<file path="config.mk">
export PLATFORM = sky130hd
export DESIGN_NAME = small_set_table
export DESIGN_NICKNAME = d
export VERILOG_FILES = /design/src/hdl/sst_pkg.sv /design/src/hdl/sst_cell.sv /design/src/hdl/small_set_table.sv
export SDC_FILE = /design/constraint.sdc
export NUM_CORES = 2
export LEC_CHECK = 0
export BUFFER_PORTS_ARGS = -buffer_cell sky130_fd_sc_hd__buf_2
export CORE_ASPECT_RATIO = 0.5
export CORE_MARGIN = 2
export CORE_UTILIZATION = 29
export DETAILED_ROUTE_END_ITERATION = 7
export PLACE_DENSITY_LB_ADDON = 0.3
export RECOVER_POWER = 100
export SETUP_SLACK_MARGIN = 0.1
export SLEW_MARGIN = 20
export SYNTH_ARGS = -nofsm -noshare
export SYNTH_HDL_FRONTEND = slang
export SYNTH_HIERARCHICAL = 1
export SYNTH_SLANG_ARGS = --single-unit
export TNS_END_PERCENT = 30
</file>
<file path="constraint.sdc">
create_clock -name clk -period 17.3 [get_ports clk]
set_input_delay 1.73 -clock clk [delete_from_list [all_inputs] [get_ports clk]]
set_output_delay 1.73 -clock clk [all_outputs]
set_load 0.1 [all_outputs]
</file>
<file path="src/hdl/sst_pkg.sv">
package sst_pkg;

  localparam int CAPACITY   = 32;
  localparam int VALUE_BITS = 32;
  localparam int KIND_W     = 2;
  localparam int IDX_W      = $clog2(CAPACITY);
  localparam int CNT_W      = $clog2(CAPACITY + 1);

  typedef enum logic [KIND_W-1:0] {
    KIND_INSERT = 2'd0,
    KIND_REMOVE = 2'd1,
    KIND_QUERY  = 2'd2,
    KIND_SPARE  = 2'd3
  } kind_t;

  typedef enum logic {
    ST_IDLE,
    ST_UPDATE
  } state_t;

  // control broadcast from the sequencer to every cell
  typedef struct packed {
    logic                  cap;
    logic                  shift;
    logic                  ins;
    logic [VALUE_BITS-1:0] cmp_val;
    logic [VALUE_BITS-1:0] ins_val;
  } sst_ctrl_t;

endpackage

</file>
<file path="src/hdl/sst_cell.sv">
module sst_cell (
  input  logic                           clk,
  input  logic                           rst,
  input  sst_pkg::sst_ctrl_t             ctrl,
  input  logic [sst_pkg::IDX_W-1:0]      idx,
  input  logic [sst_pkg::CNT_W-1:0]      fill,
  input  logic                           found_in,
  input  logic [sst_pkg::VALUE_BITS-1:0] upper,
  output logic [sst_pkg::VALUE_BITS-1:0] entry,
  output logic                           found_out
);
  import sst_pkg::*;

  logic match;
  logic in_use;
  logic at_tail;

  assign in_use    = CNT_W'(idx) < fill;
  assign at_tail   = CNT_W'(idx) == fill;
  // found anywhere at or below this cell
  assign found_out = found_in | match;

  always_ff @(posedge clk) begin
    if (rst) begin
      match <= 1'b0;
    end else if (ctrl.cap) begin
      match <= in_use && (entry == ctrl.cmp_val);
    end
  end

  // remove pulls upper entries down from the hit; insert writes tail
  always_ff @(posedge clk) begin
    if (ctrl.shift && found_out) begin
      entry <= upper;
    end else if (ctrl.ins && at_tail) begin
      entry <= ctrl.ins_val;
    end
  end

endmodule

</file>
<file path="src/hdl/small_set_table.sv">
// channel   | handshake            | payload
// ----------+----------------------+------------------------
// request   | in_valid / in_ready  | kind, value
// result    | out_valid / out_ready| hit, dropped, count
//
// a request is done in steps: the accept edge registers a compare in every cell,
// the update edge applies the shift-down or tail write and loads the result.
// the update edge waits while a previous result is still held on the output.
// in_ready is high whenever no request is in flight.
// synchronous reset empties the table; no clearing pass is needed.
module small_set_table (
  input  logic                           clk,
  input  logic                           rst,
  input  logic                           in_valid,
  output logic                           in_ready,
  input  logic [sst_pkg::KIND_W-1:0]     kind,
  input  logic [31:0]                    value,
  output logic                           out_valid,
  input  logic                           out_ready,
  output logic                           hit,
  output logic                           dropped,
  output logic [sst_pkg::CNT_W-1:0]      count
);
  import sst_pkg::*;

  state_t                state, state_next;
  logic [CNT_W-1:0]      fill_count, fill_count_next;
  logic [KIND_W-1:0]     req_kind;
  logic [VALUE_BITS-1:0] req_value;
  logic                  accept, upd;
  logic                  found_hit, full;
  logic                  do_ins, do_rem, drop;
  sst_ctrl_t             ctrl;

  logic [VALUE_BITS-1:0] entry [CAPACITY];
  logic [CAPACITY:0]     found;

  assign accept = in_valid && in_ready;
  assign full   = fill_count == CNT_W'(CAPACITY);
  assign found_hit = found[CAPACITY];
  assign found[0]  = 1'b0;

  always_ff @(posedge clk) begin
    if (rst) begin
      state <= ST_IDLE;
    end else begin
      state <= state_next;
    end
  end

  always_comb begin
    state_next = state;
    in_ready   = 1'b0;
    upd        = 1'b0;
    unique case (state)
      ST_IDLE: begin
        in_ready = 1'b1;
        if (in_valid) begin
          state_next = ST_UPDATE;
        end
      end
      ST_UPDATE: begin
        if (!out_valid || out_ready) begin
          upd        = 1'b1;
          state_next = ST_IDLE;
        end
      end
      default: state_next = ST_IDLE;
    endcase
  end

  always_ff @(posedge clk) begin
    if (accept) begin
      req_kind  <= kind;
      req_value <= value[VALUE_BITS-1:0];
    end
  end

  assign do_ins = upd && (req_kind == KIND_INSERT) && !found_hit && !full;
  assign drop   = (req_kind == KIND_INSERT) && !found_hit && full;
  assign do_rem = upd && (req_kind == KIND_REMOVE) && found_hit;

  always_comb begin
    fill_count_next = fill_count;
    if (do_ins) begin
      fill_count_next = fill_count + CNT_W'(1);
    end else if (do_rem) begin
      fill_count_next = fill_count - CNT_W'(1);
    end
  end

  always_ff @(posedge clk) begin
    if (rst) begin
      fill_count <= '0;
    end else begin
      fill_count <= fill_count_next;
    end
  end

  always_comb begin
    ctrl.cap     = accept;
    ctrl.shift   = do_rem;
    ctrl.ins     = do_ins;
    ctrl.cmp_val = value[VALUE_BITS-1:0];
    ctrl.ins_val = req_value;
  end

  for (genvar i = 0; i < CAPACITY; i++) begin : g_cell
    logic [VALUE_BITS-1:0] upper;
    if (i == CAPACITY - 1) begin : g_last
      assign upper = entry[i];
    end else begin : g_mid
      assign upper = entry[i+1];
    end
    sst_cell u_cell (
      .clk       (clk),
      .rst       (rst),
      .ctrl      (ctrl),
      .idx       (IDX_W'(i)),
      .fill      (fill_count),
      .found_in  (found[i]),
      .upper     (upper),
      .entry     (entry[i]),
      .found_out (found[i+1])
    );
  end

  always_ff @(posedge clk) begin
    if (rst) begin
      out_valid <= 1'b0;
    end else if (upd) begin
      out_valid <= 1'b1;
    end else if (out_ready) begin
      out_valid <= 1'b0;
    end
  end

  always_ff @(posedge clk) begin
    if (upd) begin
      hit     <= found_hit;
      dropped <= drop;
      count   <= fill_count_next;
    end
  end

endmodule

</file>
==> metrics.txt <==
# TYPE chip_impl_metric gauge
chip_impl_info{name="outcome",value="finished with violations"} 1
chip_impl_info{name="failed_checks",value="capacitance limit, slew limit"} 1
chip_impl_metric{name="drt_pre_antenna_iters",unit=""} 5
chip_impl_metric{name="gpl.final_weighted_congestion",unit=""} 0.826
chip_impl_metric{name="post_synth_edffs",unit=""} 1066
chip_impl_metric{name="fp-row-count",unit=""} 120
chip_impl_metric{name="vias_per_cell",unit=""} 5.01
chip_impl_metric{name="synth-seq-cells",unit=""} 1106
chip_impl_metric{name="synth.top_cell.area_share",unit=""} 0.511
chip_impl_info{name="worst_r2r_startpoint",value="g_cell[0].u_cell/match"} 1
chip_impl_metric{name="critPathMaxStageDelay",unit="ns"} 1.36
chip_impl_info{name="critPathCaptureType",value="flop"} 1
chip_impl_metric{name="max_cap_violations",unit=""} 48
chip_impl_metric{name="yosys.area_share.adder",unit=""} 0.0326
chip_impl_metric{name="finalNonFillerCells",unit=""} 7798
chip_impl_info{name="crit_start",value="g_cell[0].u_cell/match"} 1
chip_impl_metric{name="synth-async-reset-ratio",unit=""} 0
chip_impl_metric{name="synthXorXnorAreaFrac",unit=""} 0.144
chip_impl_metric{name="avgSynthCellArea",unit="sq um"} 13.9
chip_impl_metric{name="clk-insertion-delay-late",unit="ns"} 0.76
chip_impl_metric{name="gr-usage-all-layers",unit=""} 0.181
chip_impl_metric{name="cts.clk_slew.worst_paths",unit="ns"} 0.06
chip_impl_metric{name="grt_max_degree",unit=""} 59
chip_impl_metric{name="syn-cell-area",unit="sq um"} 62600
chip_impl_metric{name="finalHoldViolCount",unit=""} 0
chip_impl_metric{name="max-clock-path-buffers",unit=""} 3
chip_impl_metric{name="fin_hold_ws",unit="ns"} 0.453
chip_impl_metric{name="antenna_found_initial",unit=""} 12
chip_impl_info{name="synth_top_family_by_area",value="multiplexers"} 1
chip_impl_metric{name="p_leak",unit="nW"} 22.8
chip_impl_metric{name="pwr_density_cell",unit="nW/um^2"} 88.6
chip_impl_metric{name="design.final.nets",unit=""} 5027
chip_impl_metric{name="synth_cell_types",unit=""} 40
chip_impl_metric{name="crit_fanout",unit=""} 33
chip_impl_metric{name="port_buffers",unit=""} 47
chip_impl_metric{name="post-dp-hpwl",unit="mm"} 130
chip_impl_metric{name="yosysSeqAreaShare",unit=""} 0.524
chip_impl_info{name="synth_top_cells_by_count",value="sky130_fd_sc_hd__edfxtp_1 (1066), sky130_fd_sc_hd__mux2_2 (1026), sky130_fd_sc_hd__xnor2_1 (645)"} 1
chip_impl_info{name="biggest_area_contributors_in_the_synthesized_netlist",value="sky130_fd_sc_hd__edfxtp_1 (51%), sky130_fd_sc_hd__mux2_2 (18%), sky130_fd_sc_hd__xnor2_1 (9.0%), sky130_fd_sc_hd__xor2_1 (5.4%), sky130_fd_sc_hd__ha_1 (3.3%)"} 1
chip_impl_metric{name="synth_area_in_compound_gates",unit=""} 0.0177
chip_impl_metric{name="place.detailed.instances",unit=""} 7574
chip_impl_metric{name="cts.sinks",unit=""} 1106
chip_impl_metric{name="cts_hold_fix_bufs",unit=""} 0
chip_impl_metric{name="crit_required",unit="ns"} 17.76
chip_impl_info{name="worst_path_max_delay_cell",value="sky130_fd_sc_hd__clkbuf_1"} 1
chip_impl_metric{name="vias",unit=""} 39050
chip_impl_metric{name="core",unit="sq um"} 214000
chip_impl_metric{name="finalCoreUtilization",unit=""} 0.328
chip_impl_metric{name="fin_crit_sh",unit=""} 0.789
chip_impl_metric{name="setup_ws",unit="ns"} 3.64
chip_impl_info{name="crit_path_start_kind",value="flop"} 1
chip_impl_metric{name="post-route-drc-count",unit=""} 0
chip_impl_metric{name="post_synth_and_or_nand_nor_area_fraction",unit=""} 0.0652
chip_impl_metric{name="num_io_pins",unit=""} 48
chip_impl_metric{name="final.min_clock_period",unit="ns"} 13.66
chip_impl_metric{name="start_util",unit=""} 0.292
chip_impl_metric{name="slew_headroom",unit=""} -1.95
chip_impl_metric{name="final_layout_size_suffix_gt1_frac",unit=""} 0.263
chip_impl_metric{name="timing.critical_path.arrival",unit="ns"} 14.12
chip_impl_info{name="hold_path.class",value="flop to flop"} 1
chip_impl_info{name="cts_tree",value="done"} 1
chip_impl_metric{name="synthMuxAreaShare",unit=""} 0.185
chip_impl_metric{name="routed_wl",unit="mm"} 202
chip_impl_metric{name="routed_wire_length_per_instance",unit="um"} 25.9
chip_impl_metric{name="pre_cts_slack",unit="ns"} 5.85
chip_impl_metric{name="numCtsBuffers",unit=""} 116
chip_impl_metric{name="fmaxAchievable",unit="MHz"} 73.2
chip_impl_info{name="synth.most_common_cell",value="sky130_fd_sc_hd__edfxtp_1"} 1
chip_impl_info{name="hold_start",value="g_cell[26].u_cell/match"} 1
chip_impl_metric{name="globalRouteOverflowTotal",unit=""} 0
chip_impl_metric{name="fin_worst_skew",unit="ns"} 0.0286
chip_impl_metric{name="drt_iter0_drc",unit=""} 3484
chip_impl_metric{name="postCtsResizedCells",unit=""} 0
chip_impl_info{name="clock_tree.root_cell",value="sky130_fd_sc_hd__clkbuf_16"} 1
chip_impl_metric{name="yosysWarningCount",unit=""} 6
chip_impl_metric{name="worst_ir_drop_vdd",unit="V"} 0.0000730
chip_impl_info{name="synth_top_area_cell",value="sky130_fd_sc_hd__edfxtp_1"} 1
chip_impl_metric{name="tightestPinTransition",unit="ns"} 4.43
chip_impl_metric{name="timing.final.max_slew_violations",unit=""} 1223
chip_impl_metric{name="finalSetupViolations",unit=""} 0
chip_impl_metric{name="post_cts_repair_timing_setup_buffer_count",unit=""} 0
chip_impl_metric{name="fp.dieW",unit="um"} 661
chip_impl_metric{name="htreeDepth",unit=""} 3
chip_impl_metric{name="die-height",unit="um"} 333
chip_impl_info{name="worstSetupPathType",value="flop to flop"} 1
chip_impl_metric{name="totalNegativeSetupSlack",unit="ns"} 0
chip_impl_info{name="ys_dominant_reg_cell",value="sky130_fd_sc_hd__edfxtp_1"} 1
chip_impl_info{name="rsz0062_at_grt",value="no"} 1
chip_impl_metric{name="ant_nets",unit=""} 0
chip_impl_metric{name="syn2layout_area_growth",unit="%"} 12.3
chip_impl_metric{name="vias_in_the_first_global_route",unit=""} 41058
chip_impl_metric{name="postSynthCellCount",unit=""} 4500
chip_impl_metric{name="wire_length_of_the_first_global_routing_pass",unit="mm"} 290
chip_impl_metric{name="dieArea",unit="sq um"} 220000
chip_impl_info{name="path_common_cell",value="sky130_fd_sc_hd__or2_0"} 1
final cells by class:
cell class,instances,area (sq um)
diodes,6,15.0
fillers,20896,144000
repair buffers,149,878
multi-input cells,3226,28400
well taps,2867,3590
flip-flops and latches,1106,32800
inverters,227,852
clock buffers,141,3050
clock inverters,76,652
state kept, by name, indices dropped and copies added, names as in the netlist:
name                 count
hit                      1
dropped                  1
out_valid                1
req_value               32
count                    6
req_kind                 2
g_cell.u_cell/entry   1024
g_cell.u_cell/match     32
fill_count               6
state                    1
cells by family after synthesis:
family          after synthesis
buf+inv                     327
fa+ha+maj                   163
other cells                   2
flops                      1106
mux                        1029
xor+xnor                   1029
simple gates                675
compound gates              169
per-stage QoR:
stage / cell area (sq um) / power, mW
5_1_grt: 70300 / 6.43
3_5_place_dp: 66900 / 3.77
3_3_place_gp: 66900 / 3.76
4_1_cts: 70600 / 6.27
6_report: 70300 / 6.22
2_1_floorplan: 63200 / 3.48
worst paths after layout:
check                                end  slack [ns]  cells after the start
max reg2reg  g_cell[12].u_cell/entry[10]        3.64                     38
max          g_cell[12].u_cell/entry[10]        3.64                     38
min              g_cell[26].u_cell/match        0.45                      2
min reg2reg      g_cell[26].u_cell/match        0.45                      2
layout by cell type (no fill, tap or decap), drive strengths merged, types with 34 or more instances in the layout:
cell and n:
nor4 101, nor2 77, buf 97, edfxtp 1066, mux2 1029, xnor2 645, ha 163, a21oi 34
nor2b 38, xor2 384, dfxtp 40, clkbuf 193, clkinv 57, nand2 132, nand4 193, o21ai 64
conb 161, inv 230
worst max-delay path, delay by kind of cell (launching register included):
| kind | cells | cell delay [ns] |
|---|---|---|
| buffers and inverters | 2 | 1.78 |
| AOI/OAI and AO/OA | 1 | 0.61 |
| and+or+nand+nor | 35 | 10.54 |
| DFF | 1 | 0.31 |
where the power goes:
part	switching (mW)	total, mW	leakage, nW	internal (mW)
sequential	0.0403	3.02	9.95	2.98
combinational	0.435	0.709	11.1	0.274
clock	1.09	2.50	1.81	1.41
total	1.56	6.22	22.8	4.66
routing by layer:
metal / vias up / share of wire / track usage
met3: 453 / 0.057 / 0.0246
met5: - / 0.000035 / 0
li1: 17190 / - / -
met2: 1370 / 0.48 / 0.307
met1: 20035 / 0.42 / 0.232
met4: 2 / 0.044 / 0.0732
No activity file was read; power rests on OpenSTA's default activity.
